[src/design/lcr_pkg.sv]
// Shared constants and types for the console line command recognizer.
package lcr_pkg;

  localparam int LINE_DEPTH = 1024;
  localparam int ADDR_W     = $clog2(LINE_DEPTH);
  localparam int CAP_N      = 6;

  localparam logic [7:0] CH_NUL  = 8'd0;
  localparam logic [7:0] CH_BS   = 8'd8;
  localparam logic [7:0] CH_TAB  = 8'd9;
  localparam logic [7:0] CH_LF   = 8'd10;
  localparam logic [7:0] CH_CR   = 8'd13;
  localparam logic [7:0] CH_SP   = 8'd32;
  localparam logic [7:0] CH_DEL  = 8'd127;

  localparam logic [2:0] CMD_EMPTY   = 3'd0;
  localparam logic [2:0] CMD_HELP    = 3'd1;
  localparam logic [2:0] CMD_BANNER  = 3'd2;
  localparam logic [2:0] CMD_PROBE   = 3'd3;
  localparam logic [2:0] CMD_UNKNOWN = 3'd4;

  localparam logic KIND_ECHO = 1'b0;
  localparam logic KIND_CMD  = 1'b1;

  typedef struct packed {
    logic              valid;
    logic [ADDR_W-1:0] idx;
    logic [7:0]        data;
  } scan_beat_t;

endpackage

[src/design/lcr_scan.sv]
// Line scan datapath: finds the trimmed line length and classifies the command.
module lcr_scan (
  input  logic               clk,
  input  logic               rst_n,
  input  logic               clear,
  input  lcr_pkg::scan_beat_t beat,
  output logic [2:0]         command
);
  import lcr_pkg::*;

  logic              zero_seen_r, zero_seen_nxt;
  logic [ADDR_W-1:0] len_r, len_nxt;
  logic [7:0]        cap_r [CAP_N];
  logic              is_blank;
  logic              take;

  assign is_blank = beat.data inside {CH_SP, CH_TAB, CH_CR, CH_LF};
  assign take     = beat.valid && !zero_seen_r && (beat.data != CH_NUL);

  always_comb begin
    zero_seen_nxt = zero_seen_r;
    len_nxt       = len_r;
    if (clear) begin
      zero_seen_nxt = 1'b0;
      len_nxt       = '0;
    end else if (beat.valid && !zero_seen_r) begin
      if (beat.data == CH_NUL) begin
        zero_seen_nxt = 1'b1;
      end else if (!is_blank) begin
        len_nxt = beat.idx + ADDR_W'(1);
      end
    end
  end

  always_ff @(posedge clk) begin
    if (!rst_n) begin
      zero_seen_r <= 1'b0;
      len_r       <= '0;
    end else begin
      zero_seen_r <= zero_seen_nxt;
      len_r       <= len_nxt;
    end
  end

  always_ff @(posedge clk) begin
    for (int i = 0; i < CAP_N; i++) begin
      if (take && (beat.idx == ADDR_W'(i))) begin
        cap_r[i] <= beat.data;
      end
    end
  end

  always_comb begin
    if (len_r == '0) begin
      command = CMD_EMPTY;
    end else if (len_r == ADDR_W'(4) && cap_r[0] == "h" && cap_r[1] == "e" &&
                 cap_r[2] == "l" && cap_r[3] == "p") begin
      command = CMD_HELP;
    end else if ((len_r == ADDR_W'(1) && cap_r[0] == "1") ||
                 (len_r == ADDR_W'(6) && cap_r[0] == "b" && cap_r[1] == "a" &&
                  cap_r[2] == "n" && cap_r[3] == "n" && cap_r[4] == "e" &&
                  cap_r[5] == "r")) begin
      command = CMD_BANNER;
    end else if ((len_r == ADDR_W'(1) && cap_r[0] == "2") ||
                 (len_r == ADDR_W'(5) && cap_r[0] == "s" && cap_r[1] == "t" &&
                  cap_r[2] == "a" && cap_r[3] == "c" && cap_r[4] == "k")) begin
      command = CMD_PROBE;
    end else begin
      command = CMD_UNKNOWN;
    end
  end

endmodule
[config.mk]
export PLATFORM = sky130hd
export DESIGN_NAME = lcr_scan
export DESIGN_NICKNAME = d
export VERILOG_FILES = /design/src/design/lcr_pkg.sv /design/src/design/lcr_scan.sv
export SDC_FILE = /design/constraint.sdc
export NUM_CORES = 1
export LEC_CHECK = 0
export BUFFER_PORTS_ARGS = -buffer_cell sky130_fd_sc_hd__buf_2
export CAP_MARGIN = 20
export CORE_AREA = 5 5 79 81
export DETAILED_ROUTE_END_ITERATION = 10
export DIE_AREA = 0 0 84 86
export SYNTH_ARGS = -nofsm -noshare
export SYNTH_HDL_FRONTEND = slang
export SYNTH_SLANG_ARGS = --single-unit
[constraint.sdc]
create_clock -name clk -period 3.22 [get_ports clk]
set_input_delay 0.483 -clock clk [delete_from_list [all_inputs] [get_ports clk]]
set_output_delay 0.483 -clock clk [all_outputs]
set_load 0.005 [all_outputs]
-- After elaboration in Yosys (flattened, before gate mapping)
Memory sizes are Yosys's and may differ from the RTL's.
Cells that the tools add are included.
W data, S select, Z words.
- bits of input ports: 22
- word-level logic and storage cells: 109
- register bits after elaboration: 11
- memories: 1
- output and inout bits: 3
- RAM bits: 48
- mux-type cells: 31
- equality and inequality tests: 30
- add/sub/neg operators: 1
- reduce and logical (&&, ||, !) cells: 41
- bitwise gates (word level): 3
- memories (memory ; depth ; bits a word ; rd ports ; clocked after memory_dff ; wr ports ; RTL line ; RTL):
    cap_r ; 6 ; 8 ; 6 ; 0 ; 1 ; lcr_scan.sv:13 ; logic [7:0] cap_r [CAP_N];
- operators with widths (operator ; count):
    $eq A8 B7 Y1 const B ; 15
    $eq A10 B3 Y1 const B ; 5
    $mux W8 ; 5
    $reduce_or A8 Y1 ; 5
    $mux W3 ; 9
    $logic_and A1 B1 Y1 ; 25
    $eq A8 B4 Y1 const B ; 3
    $eq A8 B6 Y1 const B ; 3
    $eq A10 B1 Y1 const B ; 2
    $eq A10 B2 Y1 const B ; 2
    $logic_not A10 Y1 ; 2
    $mux W1 ; 17
    $add A10 B1 Y10 const B ; 1
    $logic_not A8 Y1 ; 1
    $reduce_bool A8 Y1 ; 1
    $reduce_bool A4 Y1 ; 1
    $not A1 Y1 ; 3
    $reduce_and A3 Y1 ; 1
    $logic_or A1 B1 Y1 ; 2
    $reduce_and A2 Y1 ; 1
    $reduce_or A2 Y1 ; 1
    $logic_not A1 Y1 ; 1

-- Depth between registers and ports, before layout
Gate-level depths: netlist of the first run.
- depth in word-level cells: 12
- gate-level depth with buffers: 6

-- Worst setup path after synthesis of the first run
Ideal clock, no wire load.
- path kind: input-to-reg
- start: input beat[15] in the netlist's numbering
- end: memory cap_r[0][0] (enable)
- setup slack: 725 ps
- required time: 2837 ps
- setup time: 383 ps
- cell stages on the path: 3
- data arrival time: 2112 ps
- path through: or4_1 or4_1 nor3_1
- cells in the longest elaborated chain, start to end: 10
- ends and longest elaborated chain (item ; RTL line ; RTL):
    from (decl) ; lcr_scan.sv:6 ; input lcr_pkg::scan_beat_t beat,
    $eq A10 B1 Y1 ; lcr_scan.sv:47 ; if (take && (beat.idx == ADDR_W'(i))) begin
    $logic_and A1 B1 Y1 ; lcr_scan.sv:47 ;
    $mux W1 ; lcr_scan.sv:47 ;
    $mux W1 (implied by the code) ; lcr_scan.sv:48 ; cap_r[i] <= beat.data;
    $reduce_or A8 Y1 (no line) ; -- ;
    $mux W3 (no line) / $mux W1 (equally long branches) (5 in series) ; -- ;
    to (decl) ; lcr_scan.sv:13 ;
Several ways; a longest one is shown, not always the timed one.

==> results of run 1 <==
path summary, 6_finish.rpt:
path              slack, ns   startpoint           to  cells past startpoint
setup / recovery       0.47  cap_r[3][7]   command[2]                      5
hold / removal         0.39     beat[18]  zero_seen_r                      3
setup reg to reg       1.34  zero_seen_r  cap_r[3][3]                      4
hold reg to reg        0.46  zero_seen_r  zero_seen_r                      2
layout make-up:
class / instances / area [µm²]
clock buffers: 9 / 124
clock inverters: 7 / 43.8
fillers: 478 / 2570
inverters: 2 / 7.51
multi-input cells: 117 / 768
flip-flops and latches: 59 / 1660
well taps: 72 / 90.1
repair buffers: 26 / 135
metrics by stage:
| stage | worst slack, ns | utilization (%) | hold WS [ns] | cell area, µm² | power, mW |
|---|---|---|---|---|---|
| final | 0.470 | 52.4 | 0.393 | 2830 | 1.48 |
| after global routing | 0.163 | 52.4 | 0.420 | 2830 | 1.54 |
| after CTS | 0.440 | 52.4 | 0.378 | 2830 | 1.49 |
| after detailed placement | 0.741 | 49.3 | 0.445 | 2660 | 0.931 |
| after global placement | 0.776 | 49.3 | 0.441 | 2660 | 0.928 |
| after floorplan | 0.725 | - | 0.428 | 2450 | 0.887 |
routing by layer:
metal  global-route usage (%)  up-vias
li1                         -      779
met1                     20.4      770
met2                     24.3       50
met3                     4.71        7
met4                     5.85        0
met5                        0        -
kinds of logic (layout without fill, tap and decap cells):
kind of cell               count (synthesis)  count (layout)  synth area share [%]
and+or+nand+nor                           88              88                  21.3
AOI/OAI and AO/OA                         15              15                  4.39
DFF                                       59              59                  67.8
buffers and inverters                      5              44                 0.817
xor gates and xnor gates                   9               9                  3.22
muxes                                      1               1                 0.409
adders and majority gates                  4               4                  2.04
power by group through the flow:
| stage | Sequential, mW | Combinational (mW) | Clock (mW) |
|---|---|---|---|
| finish | 0.834 | 0.0799 | 0.563 |
| global route | 0.834 | 0.0901 | 0.613 |
| CTS | 0.833 | 0.0811 | 0.577 |
| detailed placement | 0.850 | 0.0810 | 0 |
| global placement | 0.850 | 0.0784 | 0 |
| floorplan | 0.849 | 0.0379 | 0 |
flip-flops by register name, indices dropped and copies added (netlist names):
name / cells
cap_r: 48
len_r: 10
zero_seen_r: 1
cells in the mapped netlist:
cell	instances
or4_1	4
nor3_1	8
mux2i_1	1
a211oi_1	9
ha_1	4
nor3b_1	2
nor4bb_1	3
nand3_1	10
and4b_1	4
edfxtp_1	48
a21oi_1	1
a21oi_2	1
nand4b_1	2
o211ai_1	1
nand4_1	5
o21ai_0	2
xor2_1	5
and3_1	2
or4bb_1	1
or3_1	1
dfxtp_1	11
nand2b_1	2
nor2_1	20
inv_1	2
nor4_1	3
or4b_1	1
or4b_2	1
nand2_1	9
nor2b_1	4
buf_2	1
and3b_1	1
xnor2_1	4
clkbuf_1	2
nor4b_1	5
o311ai_0	1
critical path, cell delays in order (launching register included):
cell	delay, ns
edfxtp_1	0.34
nand4b_1	0.17
or4b_1	0.54
or4_1	0.56
and4b_1	0.21
buf_2	0.12
==> results.sh, run 1 <==
export IMPL_dr_wl_met2_um=2470
export IMPL_max_slew_margin_pct=47.3
export IMPL_drc_errors=0
export IMPL_slew_violations=0
export IMPL_ys_ff_latch=59
export IMPL_critPathLaunchType="register"
export IMPL_seq_power_share_pct=56.4
export IMPL_syn_area_um2=2450
export IMPL_tightestPinTransition_ns=0.790
export IMPL_grt_pass1_wl_um=8260
export IMPL_final_common_cell="edfxtp_1"
export IMPL_p_per_area_nw_per_um2=522
export IMPL_wl_per_cell_um=17.9
export IMPL_fin_skew_ns=0.00575
export IMPL_wl_met3_um=338
export IMPL_syn_to_final_growth_pct=15.5
export IMPL_p_sw_mw=0.344
export IMPL_synth_top_area_cell="edfxtp_1"
export IMPL_cts_root_buf="clkbuf_8"
export IMPL_cts_repair_resized=0
export IMPL_grt_pass1_vias=1635
export IMPL_syn_area_per_cell_um2=13.5
export IMPL_ant_nets=0
export IMPL_htreeDepth=3
export IMPL_die_area_um2=7220
export IMPL_dp_cells=276
export IMPL_die_x_um=84
export IMPL_status="completed"
export IMPL_synth_cell_types=35
export IMPL_rsz0062_at_grt="no"
export IMPL_path_clk_slew_ns=0.07
export IMPL_power_frac_clock_pct=38.1
export IMPL_min_path_type="in2reg"
export IMPL_cts_hold_buf=0
export IMPL_ys_warn_count=0
export IMPL_cts_sinks=59
export IMPL_overflow=0
export IMPL_fin_crit_ns=2.75
export IMPL_dp_hpwl_um=3800
export IMPL_leakage_nw=0.944
export IMPL_grt_max_degree=20
export IMPL_synthCells=181
export IMPL_clkLatencyLatePin_ns=0.33
export IMPL_port_buffers=24
export IMPL_syn_nets=207
export IMPL_row_count=27
export IMPL_setup_viol=0
export IMPL_first_pass_iters=4
export IMPL_yosys_area_top_type_share_pct=58.8
export IMPL_setup_worst_path_end_class="output pin"
export IMPL_antenna_found_initial=0
export IMPL_gp_congestion=0.886
export IMPL_grtUsageTotal_pct=15.5
export IMPL_fin_setup_tns_ns=0
export IMPL_share_comb_of_total_power_pct=5.4
export IMPL_post_cts_buffers=0
export IMPL_clockBufferDepth=2
export IMPL_vias=1606
export IMPL_ir_worst_vdd_mv=0.324
export IMPL_cts_made_buffers=9
export IMPL_fin_cells=292
export IMPL_die_y_um=86
export IMPL_drive_gt1_share_pct=20.0
export IMPL_initial_core_util_pct=45.3
export IMPL_fin_nets=241
export IMPL_n_antenna_cell=0
export IMPL_crit_arrival_ns=2.27
export IMPL_crit_type="reg2out"
export IMPL_path_max_fanout=2
export IMPL_drv_cap=0
export IMPL_via_per_inst=5.50
export IMPL_ys_top_cells_by_area="edfxtp_1 59%, dfxtp_1 9.0%, nor2_1 3.1%"
export IMPL_fin_crit_sh_pct=85.4
export IMPL_max_freq_ghz=0.364
export IMPL_ys_seq_area_share_pct=67.8
export IMPL_core_area_um2=5410
export IMPL_cts_tree="done"
export IMPL_final_cell_mix="48 x edfxtp_1, 24 x buf_2, 20 x nor2_1, 11 x dfxtp_1, 10 x nand3_1"
export IMPL_internal_power_mw=1.13
export IMPL_drtIter0Drc=111
export IMPL_highest_layer="met4"
export IMPL_hold_viol=0
export IMPL_wl_met1_um=2360
export IMPL_io_pins=25
export IMPL_p_sw_share_pct=23.3
export IMPL_required_ns=2.74
export IMPL_drt_total_wl_um=5230
Note: power is estimated with default switching activity, not from simulation.
==> inputs of run 2 (changes only) <==
--- a/config.mk
+++ b/config.mk
@@ -10,6 +10,8 @@
 export CORE_AREA = 5 5 79 81
 export DETAILED_ROUTE_END_ITERATION = 10
 export DIE_AREA = 0 0 84 86
+export MAX_ROUTING_LAYER = met4
+export PLACE_DENSITY = 0.66
 export SYNTH_ARGS = -nofsm -noshare
 export SYNTH_HDL_FRONTEND = slang
 export SYNTH_SLANG_ARGS = --single-unit
==> constraint.sdc (replaced) <==
create_clock -name clk -period 2.4 [get_ports clk]
set_input_delay 0.36 -clock clk [delete_from_list [all_inputs] [get_ports clk]]
set_output_delay 0.36 -clock clk [all_outputs]
set_load 0.005 [all_outputs]
==> results.sh, run 2 (same netlist as run 1, synthesis figures left out) <==
export IMPL_min_path_type="in2reg"
export IMPL_vias=1635
export IMPL_initial_core_util_pct=45.3
export IMPL_rsz0062_at_grt="yes"
export IMPL_final_seq_area_um2=1660
export IMPL_grt_max_degree=20
export IMPL_hold_viol=0
export IMPL_drc_errors=0
export IMPL_reg_top3="cap_r: 48 flops, len_r: 10 flops, zero_seen_r: 1 flops"
export IMPL_grt_pass1_vias=1635
export IMPL_grt_pass1_wl_um=8320
export IMPL_ir_worst_vdd_mv=0.486
export IMPL_grtUsageTotal_pct=16.0
export IMPL_regMostFlops="cap_r"
export IMPL_min_delay_start="beat[18]"
export IMPL_cts_root_buf="clkbuf_8"
export IMPL_slew_violations=0
export IMPL_r2r_start="zero_seen_r"
export IMPL_core_area_um2=5410
export IMPL_wl_per_cell_um=16.5
export IMPL_crit_path_top_delay_cell="or4b_4"
export IMPL_fin_setup_tns_ns=-0.111
export IMPL_cts_made_buffers=9
export IMPL_overflow=0
export IMPL_clockBufferDepth=2
export IMPL_clkLatencyLatePin_ns=0.33
export IMPL_whs_path_depth=3
export IMPL_die_area_um2=7220
export IMPL_max_slew_margin_pct=46.9
export IMPL_leakage_nw=1.05
export IMPL_setup_worst_path_end_class="output pin"
export IMPL_status="finished, violations left"
export IMPL_total_power_mw=2.23
export IMPL_tightestPinTransition_ns=0.797
export IMPL_via_per_inst=5.36
export IMPL_drive_gt1_share_pct=27.5
export IMPL_critPathLaunchType="register"
export IMPL_htreeDepth=3
export IMPL_drv_cap=0
export IMPL_fin_skew_ns=0.00832
export IMPL_drtIter0Drc=71
export IMPL_setup_viol=2
export IMPL_crit_path_start="cap_r[3][7]"
export IMPL_row_count=27
export IMPL_fillCellCount=464
export IMPL_path_max_fanout=2
export IMPL_fin_nets=254
export IMPL_required_ns=2.04
export IMPL_cts_hold_buf=0
export IMPL_worst_path_largest_cell_delay_ns=0.51
export IMPL_syn_to_final_growth_pct=24.2
export IMPL_n_antenna_cell=0
export IMPL_crit_type="reg2out"
export IMPL_fin_crit_sh_pct=103
export IMPL_dp_hpwl_um=3780
export IMPL_fin_crit_ns=2.47
export IMPL_drt_total_wl_um=5030
export IMPL_ant_nets=0
export IMPL_crit_arrival_ns=2.11
export IMPL_final_cell_mix="48 x edfxtp_1, 24 x buf_2, 20 x nor2_1, 14 x buf_4, 11 x dfxtp_1"
export IMPL_violations="negative setup slack"
export IMPL_port_buffers=24
export IMPL_max_freq_ghz=0.404
export IMPL_io_pins=25
export IMPL_die_x_um=84
export IMPL_cts_sinks=59
export IMPL_final_common_cell="edfxtp_1"
export IMPL_multiInputGateArea_um2=813
export IMPL_worstRegToRegCells=4
export IMPL_largest_register_ffs=48
export IMPL_antenna_found_initial=0
export IMPL_fin_ws_ns=-0.0736
export IMPL_die_y_um=86
export IMPL_crit_chain="nand4b_1 -> or4b_4 -> or4_4 -> and4b_1 -> buf_2"
export IMPL_cts_tree="done"
export IMPL_p_per_area_nw_per_um2=734
export IMPL_first_pass_iters=4
export IMPL_path_clk_slew_ns=0.06
export IMPL_gp_congestion=0.827
[run 2: cell types whose count changed in the layout (fill, tap and decap cells not counted), sizes merged]
cell      change
buf          +13
bufinv        +2
clkinv        -4
clkinvlp      +1
inv           +1
[run 2: final cells by class]
class                   count  share of cell area, %
clock inverters             7                   3.29
multi-input cells         117                   26.7
flip-flops and latches     59                   54.6
well taps                  72                   2.96
clock buffers               9                   4.07
repair buffers             39                   8.06
inverters                   2                  0.247
[run 2: power by group]
part / switching, mW / internal, mW / leakage, nW
Sequential: 0.00572 / 1.11 / 0.521
Clock: 0.407 / 0.591 / 0.102
Combinational: 0.0687 / 0.0499 / 0.428
Total: 0.482 / 1.75 / 1.05
[run 2: critical path, delay by kind of cell, from the launching register on]
kind	cells	cell delay (ns)
flip-flops	1	0.35
AND/OR/NAND/NOR	4	1.32
buffers and inverters	1	0.12
[run 2: path summary, 6_finish.rpt]
check | slack [ns] | to
max | -0.07 | command[2]
min reg2reg | 0.47 | zero_seen_r
max reg2reg | 0.54 | cap_r[2][5]
min | 0.28 | zero_seen_r
[run 2: routing by layer]
layer  GRT usage (%)  vias to the layer above  share of wire [%]
li1                -                      804                  -
met1            20.0                      797                 48
met2            24.2                       29                 47
met3            5.28                        5                4.0
met4            6.58                        0                1.3
met5               -                        -                  0
[run 2: per-stage QoR]
| step | hold slack, ns | worst slack, ns | cell area [µm²] | util (%) | instances |
|---|---|---|---|---|---|
| detailed placement | 0.462 | 0.0429 | 2770 | 51.2 | 288 |
| global route | 0.289 | -0.169 | 3040 | 56.3 | 305 |
| floorplan | 0.428 | 0.0275 | 2450 | - | 181 |
| global placement | 0.442 | 0.0495 | 2770 | 51.2 | 288 |
| finish | 0.282 | -0.0736 | 3040 | 56.3 | 305 |
| CTS | 0.274 | -0.134 | 3010 | 55.7 | 305 |
[run 2: what timing repair did]
item / CTS / global route
gates resized for setup: 5 / 6
pin swaps: 3 / 1
endpoints found under the setup margin: 3 / 3
setup buffers: 1 / 0
